[config.mk]
export PLATFORM = sky130hd
export DESIGN_NAME = pbu_core
export DESIGN_NICKNAME = d
export VERILOG_FILES = /design/src/design/pbu_pkg.sv /design/src/design/pbu_core.sv
export SDC_FILE = /design/constraint.sdc
export NUM_CORES = 2
export LEC_CHECK = 0
export BUFFER_PORTS_ARGS = -buffer_cell sky130_fd_sc_hd__buf_2
export CAP_MARGIN = 0
export CORE_MARGIN = 1.5
export CORE_UTILIZATION = 45
export DETAILED_ROUTE_END_ITERATION = 8
export PLACE_DENSITY = 0.63
export SETUP_SLACK_MARGIN = 0.15
export SKIP_CTS_REPAIR_TIMING = 1
export SYNTH_ARGS = -nofsm -noshare
export SYNTH_HDL_FRONTEND = slang
export SYNTH_SLANG_ARGS = --single-unit
[constraint.sdc]
create_clock -name clk -period 11.5 [get_ports clk]
set_input_delay 1.15 -clock clk [delete_from_list [all_inputs] [get_ports clk]]
set_output_delay 1.15 -clock clk [all_outputs]
set_load 0.02 [all_outputs]
[src/design/pbu_pkg.sv]
// Package for the belief update block: sizes, widths, function codes, register
// addresses and the memory request and response structs. No dependencies.
`default_nettype none
package pbu_pkg;
  localparam int STATES       = 16;
  localparam int ACTIONS      = 4;
  localparam int OBSERVATIONS = 4;

  localparam int ST_W   = $clog2(STATES);
  localparam int ACT_W  = $clog2(ACTIONS);
  localparam int OBS_W  = $clog2(OBSERVATIONS);
  localparam int CNT_W  = 5;
  localparam int PROB_W = 17;
  localparam int T_AW   = 2 * ST_W + ACT_W;
  localparam int O_AW   = T_AW + OBS_W;
  localparam int U_W    = 57;
  localparam int MA_W   = 37;
  localparam int MP_W   = MA_W + PROB_W;

  localparam logic [PROB_W-1:0] ONE_Q16 = 17'h10000;

  localparam logic [2:0] FUNC_LOAD_T  = 3'd0;
  localparam logic [2:0] FUNC_LOAD_O  = 3'd1;
  localparam logic [2:0] FUNC_LOAD_B  = 3'd2;
  localparam logic [2:0] FUNC_UPDATE  = 3'd3;
  localparam logic [2:0] FUNC_READ_B  = 3'd4;

  localparam logic [2:0] REG_EVENT  = 3'h0;
  localparam logic [2:0] REG_NSTATE = 3'h4;

  typedef struct packed {
    logic              t_we;
    logic              o_we;
    logic              b_we;
    logic              u_we;
    logic [T_AW-1:0]   t_addr;
    logic [O_AW-1:0]   o_addr;
    logic [ST_W-1:0]   b_waddr;
    logic [ST_W-1:0]   b_raddr;
    logic [ST_W-1:0]   u_addr;
    logic [PROB_W-1:0] wdata;
    logic [U_W-1:0]    u_wdata;
  } mem_req_t;

  typedef struct packed {
    logic [PROB_W-1:0] t_rd;
    logic [PROB_W-1:0] o_rd;
    logic [PROB_W-1:0] b_rd;
    logic [U_W-1:0]    u_rd;
  } mem_rsp_t;
endpackage
`default_nettype wire

[src/design/pbu_core.sv]
// Sequencer of the belief update block: one shared multiplier and one
// compare/subtract step for division, plus the result register. Uses pbu_pkg.
`default_nettype none
module pbu_core (
  input  wire logic                      clk,
  input  wire logic                      rst_n,
  input  wire logic                      event_mode,
  input  wire logic [pbu_pkg::CNT_W-1:0] num_states,
  input  wire logic                      in_tvalid,
  output logic                           in_tready,
  input  wire logic [2:0]                in_func,
  input  wire logic [pbu_pkg::ST_W-1:0]  in_prev,
  input  wire logic [pbu_pkg::ACT_W-1:0] in_action,
  input  wire logic [pbu_pkg::ST_W-1:0]  in_next,
  input  wire logic [pbu_pkg::OBS_W-1:0] in_obs,
  input  wire logic [pbu_pkg::PROB_W-1:0] in_prob,
  output logic                           out_tvalid,
  input  wire logic                      out_tready,
  output logic [pbu_pkg::PROB_W-1:0]     out_value,
  output logic                           out_zero,
  output pbu_pkg::mem_req_t              req,
  input  wire pbu_pkg::mem_rsp_t         rsp
);
  import pbu_pkg::*;

  typedef enum logic [12:0] {
    S_IDLE  = 13'h0001,
    S_RDW   = 13'h0002,
    S_RESP  = 13'h0004,
    S_RD    = 13'h0008,
    S_MT    = 13'h0010,
    S_MO    = 13'h0020,
    S_ACC   = 13'h0040,
    S_FINM  = 13'h0080,
    S_FINW  = 13'h0100,
    S_DRD   = 13'h0200,
    S_DLD   = 13'h0400,
    S_DSTEP = 13'h0800,
    S_DWR   = 13'h1000
  } state_t;

  state_t            state_r, state_nxt;
  logic [ST_W-1:0]   s_r, s_nxt, n_r, n_nxt;
  logic [ACT_W-1:0]  a_r, a_nxt;
  logic [OBS_W-1:0]  o_r, o_nxt;
  logic [PROB_W-1:0] ow_r, ow_nxt;
  logic [MP_W-1:0]   mul_r, mul_nxt;
  logic [U_W-1:0]    acc_r, acc_nxt, tot_r, tot_nxt, u_sel;
  logic [U_W:0]      rem_r, rem_nxt, rem_sub;
  logic [PROB_W-1:0] q_r, q_nxt;
  logic [CNT_W-1:0]  cnt_r, cnt_nxt;
  logic [PROB_W-1:0] pv_r, pv_nxt;
  logic              pz_r, pz_nxt;
  logic              ov_r, ov_nxt, oz_r, oz_nxt;
  logic [PROB_W-1:0] oval_r, oval_nxt;
  logic [MA_W-1:0]   mul_a;
  logic [PROB_W-1:0] mul_b, pclamp;
  logic [ST_W-1:0]   last;
  logic              in_fire, rem_ge;
  logic [U_W-1:0]    tot_hi;

  assign in_tready  = (state_r == S_IDLE);
  assign in_fire    = in_tvalid && in_tready;
  assign out_tvalid = ov_r;
  assign out_value  = oval_r;
  assign out_zero   = oz_r;
  assign pclamp     = (in_prob > ONE_Q16) ? ONE_Q16 : in_prob;

  always_comb begin
    if (num_states == '0) last = '0;
    else if (num_states > CNT_W'(STATES)) last = ST_W'(STATES - 1);
    else last = ST_W'(num_states - 1'b1);
  end

  assign u_sel   = event_mode ? acc_r : U_W'(mul_r);
  assign rem_ge  = rem_r >= {1'b0, tot_r};
  assign rem_sub = rem_ge ? (rem_r - {1'b0, tot_r}) : rem_r;
  assign tot_hi  = tot_r >> 32;

  always_comb begin
    req.t_we    = 1'b0;
    req.o_we    = 1'b0;
    req.b_we    = 1'b0;
    req.u_we    = 1'b0;
    req.t_addr  = {s_r, a_r, n_r};
    req.o_addr  = {(event_mode ? s_r : ST_W'(0)), a_r, n_r, o_r};
    req.b_waddr = n_r;
    req.b_raddr = s_r;
    req.u_addr  = n_r;
    req.wdata   = q_r;
    req.u_wdata = u_sel;
    if (state_r == S_IDLE) begin
      req.t_addr  = {in_prev, in_action, in_next};
      req.o_addr  = {in_prev, in_action, in_next, in_obs};
      req.b_waddr = in_next;
      req.b_raddr = in_next;
      req.wdata   = pclamp;
      req.t_we    = in_fire && (in_func == FUNC_LOAD_T);
      req.o_we    = in_fire && (in_func == FUNC_LOAD_O);
      req.b_we    = in_fire && (in_func == FUNC_LOAD_B);
    end
    req.b_we = req.b_we || (state_r == S_DWR);
    req.u_we = (state_r == S_FINW);
  end

  always_comb begin
    mul_a = MA_W'(rsp.t_rd);
    mul_b = rsp.b_rd;
    if (state_r == S_MO) begin
      mul_a = mul_r[MA_W-1:0];
      mul_b = ow_r;
    end else if (state_r == S_FINM) begin
      mul_a = acc_r[MA_W-1:0];
      mul_b = ow_r;
    end
  end

  always_comb begin
    state_nxt = state_r;
    s_nxt = s_r; n_nxt = n_r; a_nxt = a_r; o_nxt = o_r; ow_nxt = ow_r;
    mul_nxt = mul_r; acc_nxt = acc_r; tot_nxt = tot_r;
    rem_nxt = rem_r; q_nxt = q_r; cnt_nxt = cnt_r;
    pv_nxt = pv_r; pz_nxt = pz_r;
    ov_nxt = ov_r && !out_tready; oz_nxt = oz_r; oval_nxt = oval_r;
    case (state_r)
      S_IDLE: begin
        if (in_fire) begin
          pv_nxt = '0;
          pz_nxt = 1'b0;
          a_nxt = in_action;
          o_nxt = in_obs;
          s_nxt = '0;
          n_nxt = '0;
          acc_nxt = '0;
          tot_nxt = '0;
          if (in_func == FUNC_UPDATE) state_nxt = S_RD;
          else if (in_func == FUNC_READ_B) state_nxt = S_RDW;
          else state_nxt = S_RESP;
        end
      end
      S_RDW: begin
        pv_nxt = rsp.b_rd;
        state_nxt = S_RESP;
      end
      S_RESP: begin
        if (!ov_r || out_tready) begin
          ov_nxt = 1'b1;
          oval_nxt = pv_r;
          oz_nxt = pz_r;
          state_nxt = S_IDLE;
        end
      end
      S_RD: state_nxt = S_MT;
      S_MT: begin
        mul_nxt = mul_a * mul_b;
        ow_nxt = rsp.o_rd;
        state_nxt = event_mode ? S_MO : S_ACC;
      end
      S_MO: begin
        mul_nxt = mul_a * mul_b;
        state_nxt = S_ACC;
      end
      S_ACC: begin
        acc_nxt = acc_r + U_W'(mul_r);
        if (s_r == last) state_nxt = event_mode ? S_FINW : S_FINM;
        else begin
          s_nxt = s_r + 1'b1;
          state_nxt = S_RD;
        end
      end
      S_FINM: begin
        mul_nxt = mul_a * mul_b;
        state_nxt = S_FINW;
      end
      S_FINW: begin
        tot_nxt = tot_r + u_sel;
        acc_nxt = '0;
        s_nxt = '0;
        if (n_r == last) begin
          n_nxt = '0;
          if (tot_nxt == '0) begin
            pz_nxt = 1'b1;
            state_nxt = S_RESP;
          end else state_nxt = S_DRD;
        end else begin
          n_nxt = n_r + 1'b1;
          state_nxt = S_RD;
        end
      end
      S_DRD: state_nxt = S_DLD;
      S_DLD: begin
        rem_nxt = {1'b0, rsp.u_rd};
        q_nxt = '0;
        cnt_nxt = '0;
        state_nxt = S_DSTEP;
      end
      S_DSTEP: begin
        q_nxt = {q_r[PROB_W-2:0], rem_ge};
        rem_nxt = {rem_sub[U_W-1:0], 1'b0};
        cnt_nxt = cnt_r + 1'b1;
        if (cnt_r == CNT_W'(PROB_W - 1)) state_nxt = S_DWR;
      end
      S_DWR: begin
        if (n_r == last) begin
          pv_nxt = (tot_hi > U_W'(ONE_Q16)) ? ONE_Q16 : tot_hi[PROB_W-1:0];
          state_nxt = S_RESP;
        end else begin
          n_nxt = n_r + 1'b1;
          state_nxt = S_DRD;
        end
      end
      default: state_nxt = S_IDLE;
    endcase
  end

  always_ff @(posedge clk) begin
    if (!rst_n) begin
      state_r <= S_IDLE;
      ov_r <= 1'b0;
    end else begin
      state_r <= state_nxt;
      ov_r <= ov_nxt;
    end
  end

  always_ff @(posedge clk) begin
    s_r <= s_nxt; n_r <= n_nxt; a_r <= a_nxt; o_r <= o_nxt; ow_r <= ow_nxt;
    mul_r <= mul_nxt; acc_r <= acc_nxt; tot_r <= tot_nxt;
    rem_r <= rem_nxt; q_r <= q_nxt; cnt_r <= cnt_nxt;
    pv_r <= pv_nxt; pz_r <= pz_nxt; oz_r <= oz_nxt; oval_r <= oval_nxt;
  end

`ifndef SYNTHESIS
  a_zero_value: assert property (@(posedge clk) disable iff (!rst_n)
    (ov_r && oz_r) |-> (oval_r == '0)) else $error("zero evidence with value");
  a_rem_bound: assert property (@(posedge clk) disable iff (!rst_n)
    (state_r == S_DSTEP) |-> (rem_r < {tot_r, 1'b0})) else $error("remainder bound");
  a_div_nonzero: assert property (@(posedge clk) disable iff (!rst_n)
    (state_r == S_DWR) |-> (tot_r != '0)) else $error("divide by zero");
  a_resp_once: assert property (@(posedge clk) disable iff (!rst_n)
    (state_r == S_RESP && state_nxt == S_IDLE) |=> ov_r) else $error("result lost");
`endif
endmodule
`default_nettype wire

Word-level counts from Yosys, hierarchy flattened
Index checks and enable logic that the tools add are counted.

storage, ports and cells
  register bits after elaboration = 327
  bits of input ports = 150

cells by class
  $add $sub $neg = 7
  multiply operators = 1
  $lt $le $gt $ge = 4
  eq/ne operators = 28
  muxes and demuxes = 47
  reduce and logical (&&, ||, !) cells = 27

operators by type and width
  operator              count
  $mux 57               3
  $pmux 57 s3           1
  $pmux 13 s13          1
  $mux 17               7
  $pmux 58 s2           1
  $pmux 57 s2           1
  $mux 37               2
  $ge 58x57->1          1
  $add 57x54->57        1
  $add 57x57->57        1
  $logic_not 57->1      1
  $sub 57x57->57        1
  $mul 37x17->54        1
  $mux 13               4
  $pmux 17 s3           1
  $pmux 17 s2           1
  $mux 4                8
  $mux 30               1
  $gt 25x17->1 const B  1
  $pmux 4 s3            2
  $mux 10               2
  $mux 9                2
  $gt 17x17->1 const B  1
  $eq 13x1->1 const B   1
  other kinds (39)      68

Logic depth before layout (Yosys ltp)
  depth in word-level cells = 6
  gate-level depth with buffers = 35
  mapped depth without buffers = 33

Worst setup path after synthesis
Ideal clock, no wire load.

  kind = reg2reg
  from = register state_r[10]
  to = register mul_r[52] (data pin)
  data arrival time = 8555 ps
  setup slack = 2685 ps
  stages on the path, launching flop included = 33
  buffers on the path = 1
  period minus slack after synthesis = 8815 ps
  cells stage by stage = dfxtp_1 > or4_1 > or4_1 > nor2_1 > nand2_1 > clkbuf_1 > mux2i_1 > a21oi_1 > nand2_1 > fa_1 > inv_1 > fa_1 > inv_1 > fa_1 > inv_1 > fa_1 > fa_1 > inv_1 > fa_1 > inv_1 > ha_1 > a21o_1 > a21oi_1 > o21ai_0 > a211o_1 > a221o_1 > a32oi_1 > o31ai_1 > a41oi_1 > nor2b_1 > o21ai_0 > a41oi_1 > xnor2_1

between the ends
  word-level cells in the longest chain between the ends = 4
  elaborated cells on any way between the ends = 7
  those cells by class = 1 x mul; 2 x eq/ne; 4 x mux

ends and longest elaborated chain
  what                                line                                               RTL
  from (decl)                         pbu_core.sv:42                                     state_t state_r, state_nxt;
  from (signal assigned)              pbu_core.sv:221                                    state_r <= state_nxt;
  $eq 13x8->1                         pbu_core.sv:112, pbu_core.sv:125
  $mux 37 or $mux 17 (tied branches)  pbu_core.sv:112                                    end else if (state_r == S_FINM) begin
  $mux 37 or $mux 17 (tied branches)  pbu_core.sv:109                                    if (state_r == S_MO) begin
  $mul 37x17->54 *                    pbu_core.sv:155, pbu_core.sv:160, pbu_core.sv:172
  to (signal assigned)                pbu_core.sv:228                                    mul_r <= mul_nxt; acc_r <= acc_nxt; tot_r <= tot_nxt;
  to (decl)                           pbu_core.sv:47                                     logic [MP_W-1:0] mul_r, mul_nxt;

Mark *: on every way between the ends. The rest lies on a longest branch, timed or not.
A chain may end at the register's enable or synchronous reset.

Worst setup path after layout
  from = register state_r[10]
  to = register mul_r[53] (data pin)

The elaborated chain is that of the path after synthesis.

==> run_results.csv <==
group,metric,value,unit
setup_path,slowest_delay,0.88,ns
logic_synthesis,synthCells,5035,
logic_synthesis,synth_flop_cell,"edfxtp_1",
power,power.density,165,nW/µm²
logic_synthesis,synth_top_area_share,23.7,%
sta,fin_crit_sh,91.9,%
floorplanning,rows,115,
cells_and_area,layout-drive-gt1-share,10.4,%
setup_path,end_kind,"flip-flop",
clocking,insertion_delay,0.62,ns
floorplanning,start_util,45.4,%
routing,wl_met3,11.7,mm
sta,worst_clock_skew,0.0400,ns
cells_and_area,fill_cells,9502,
outcome,status,"complete, no violations",
global_route,antenna_found_initial,9,
sta,setup_viol,0,
floorplanning,core_region_area,98100,µm²
cells_and_area,multi_input_area,31000,µm²
sta,finalHoldViolCount,0,
logic_synthesis,netlist_top_cells_area,"fa_1, edfxtp_1, ha_1, inv_1, nand2_1",
logic_synthesis,synth_cell_types,105,
setup_path,critical_path.top_delay_family,"adder cells",
routing,routed-wl-met2,64.9,mm
clocking,numCtsBuffers,42,
routing,routed_wl,145,mm
sta,fmax,94.6,MHz
logic_synthesis,synthesis.nets,6012,
setup_path,worstSetupPathType,"flip-flop to flip-flop",
global_route,grt_pass1_vias,37300,
logic_synthesis,synth_seq_cells,327,
routing,top_layer,"met5",
global_route,grt.overflow.total,0,
floorplanning,die_w,317,µm
floorplanning,die_area,101000,µm²
placed_design,dpl.hpwl,116,mm
setup_path,cp.buffers_inverters,6,
logic_synthesis,synth_area_leader_cell,"fa_1",
routing,wl_per_cell,22.2,µm
clocking,htree_num_levels,2,
setup_path,required,11.84,ns
logic_synthesis,synth_edf_count,313,
clocking,cts_root_buffer,"clkbuf_16",
global_route,grt_pass1_wl,223,mm
setup_path,crit_path_max_fanout,24,
clocking,cts.sink_count,327,
sta,holdWs,0.408,ns
clocking,cts_tree,"done",
routing,first_iter_violations,3375,
cells_and_area,area_growth,8.95,%
logic_synthesis,ys_warn_count,0,
sta,tns,0,ns
setup_path,crit_path_start_kind,"flip-flop",
clocking,clk_path_buf_depth,3,
routing,viasPerCell,5.73,
cells_and_area,nNetsFinal,6178,
worst_hold_path,min_path_type,"flip-flop to flip-flop",
routing,num_vias,37400,
logic_synthesis,async_flop_share,0,%
sta,slew_headroom,19.7,%
placed_design,numPortBuffers,281,
logic_synthesis,syn_avg_cell_area,8.84,µm²
power,ir_drop,0.326,mV
cells_and_area,regArea,9680,µm²
sta,fin_crit,10.57,ns
routing,drt_pre_antenna_iters,6,
setup_path,cp_common_cell,"fa_1",
floorplanning,dieHeight,317,µm
global_route,grt_use_total,28.8,%
routing,wl_met1,63.7,mm
cells_and_area,final_util,49.4,%
logic_synthesis,synth_seq_area_share,21.7,%
setup_path,cp_data_arrival_time,10.91,ns
run,drv_cap,0,
logic_synthesis,syn_area,44500,µm²
sta,rsz0062_at_grt,"false",
sta,drv_slew,0,
logic_synthesis,synth_most_common_cell,"inv_1",
floorplanning,io_pins,282,
routing,drc_errors,0,
power,leakagePower,0.0228,µW
global_route,grt_max_degree,92,
clocking,path_clk_slew,0.07,ns
logic_synthesis,synth_top_cells_by_count,"inv_1, nand2_1, fa_1",
routing,ant_nets,0,
setup_path,cp_slowest_cell,"mux2i_1",
sta,worstMarginPinSlew,1.20,ns
placed_design,place_congestion,0.948,
==> routing by layer <==
layer | up-vias | GRT usage [%]
met1 | 18600 | 41.2
li1 | 17000 | -
met2 | 1543 | 45.2
met5 | - | 0
met4 | 4 | 8.85
met3 | 265 | 4.04
==> area by class of cell <==
type | instances | area share [%]
diodes | 3 | 0.0155
clock buffers | 54 | 2.32
clock inverters | 24 | 0.537
inverters | 790 | 6.12
multi-input cells | 3696 | 63.9
flip-flops and latches | 327 | 20.0
well taps | 1287 | 3.32
repair buffers | 344 | 3.88
==> layout by cell type, fill, tap and decap left out, drive strengths merged, types with 12 or more instances in the layout <==
cell     count
inv        795
nand2      688
fa         527
nor2       411
buf        344
edfxtp     313
ha         300
a21oi      291
o21ai      177
and2       139
xnor2      128
a21o       127
xor2        81
mux2        67
nand3       61
clkbuf      54
a22o        48
nand4       48
nor2b       44
and3        44
mux2i       40
o21bai      39
o21a        37
nand2b      34
a31oi       31
nor3        31
a211oi      26
nor4        24
o211ai      20
o31ai       18
a22oi       14
dfxtp       14
or3         13
a2111oi     13
or2         12
==> metrics by stage <==
step	power (µW)	worst slack, ns	instance area, µm²	std cells
6_report	7980	0.930	48500	6525
2_1_floorplan	5230	2.69	44500	5035
5_1_grt	8620	0.461	48500	6522
4_1_cts	7970	1.16	48500	6522
3_5_place_dp	6540	1.19	47100	6444
3_3_place_gp	6530	1.35	47100	6444
==> flip-flops by register name (all words and copies together) (netlist names), 17 cells and up <==
signal     cells
acc_r         57
mul_r         54
out_value     17
ow_r          17
pv_r          17
q_r           17
rem_r         58
tot_r         57
==> cells by family (layout without fill, tap and decap cells) <==
family | Yosys count | after routing | share of synthesized area [%]
AOI/OAI and AO/OA | 946 | 946 | 13.9
xor gates and xnor gates | 209 | 209 | 4.13
adders and majority gates | 828 | 828 | 32.2
buffers and inverters | 1012 | 1212 | 8.91
DFF | 327 | 327 | 21.7
muxes | 107 | 107 | 2.59
other | 0 | 3 | 0
and+or+nand+nor | 1606 | 1606 | 16.5
==> worst register-to-register path, delay by kind of cell, from the launching register on <==
family                     cells  cell delay [ns]
adders and majority gates      7             3.32
and+or+nand+nor                9             2.70
AOI/OAI and AO/OA              7             2.25
muxes                          1             0.89
buffers and inverters          6             0.71
DFF                            1             0.33
xor gates and xnor gates       1             0.12
==> worst paths after layout <==
path | startpoint | endpoint | slack, ns | depth (start not counted)
setup / recovery | state_r[10]$_SDFFE_PN0P_ | mul_r[53]$_DFFE_PP_ | 0.93 | 31
hold / removal | pv_r[7]$_DFFE_PP_ | out_value[7]$_DFFE_PP_ | 0.41 | 0
setup reg to reg | state_r[10]$_SDFFE_PN0P_ | mul_r[53]$_DFFE_PP_ | 0.93 | 31
hold reg to reg | pv_r[7]$_DFFE_PP_ | out_value[7]$_DFFE_PP_ | 0.41 | 0
==> power by group <==
group	total [µW]	switching (µW)	internal, µW
Sequential	1640	68.0	1580
Clock	1370	580	790
Combinational	4970	2990	1970
Power figures use the tool's default switching activity.
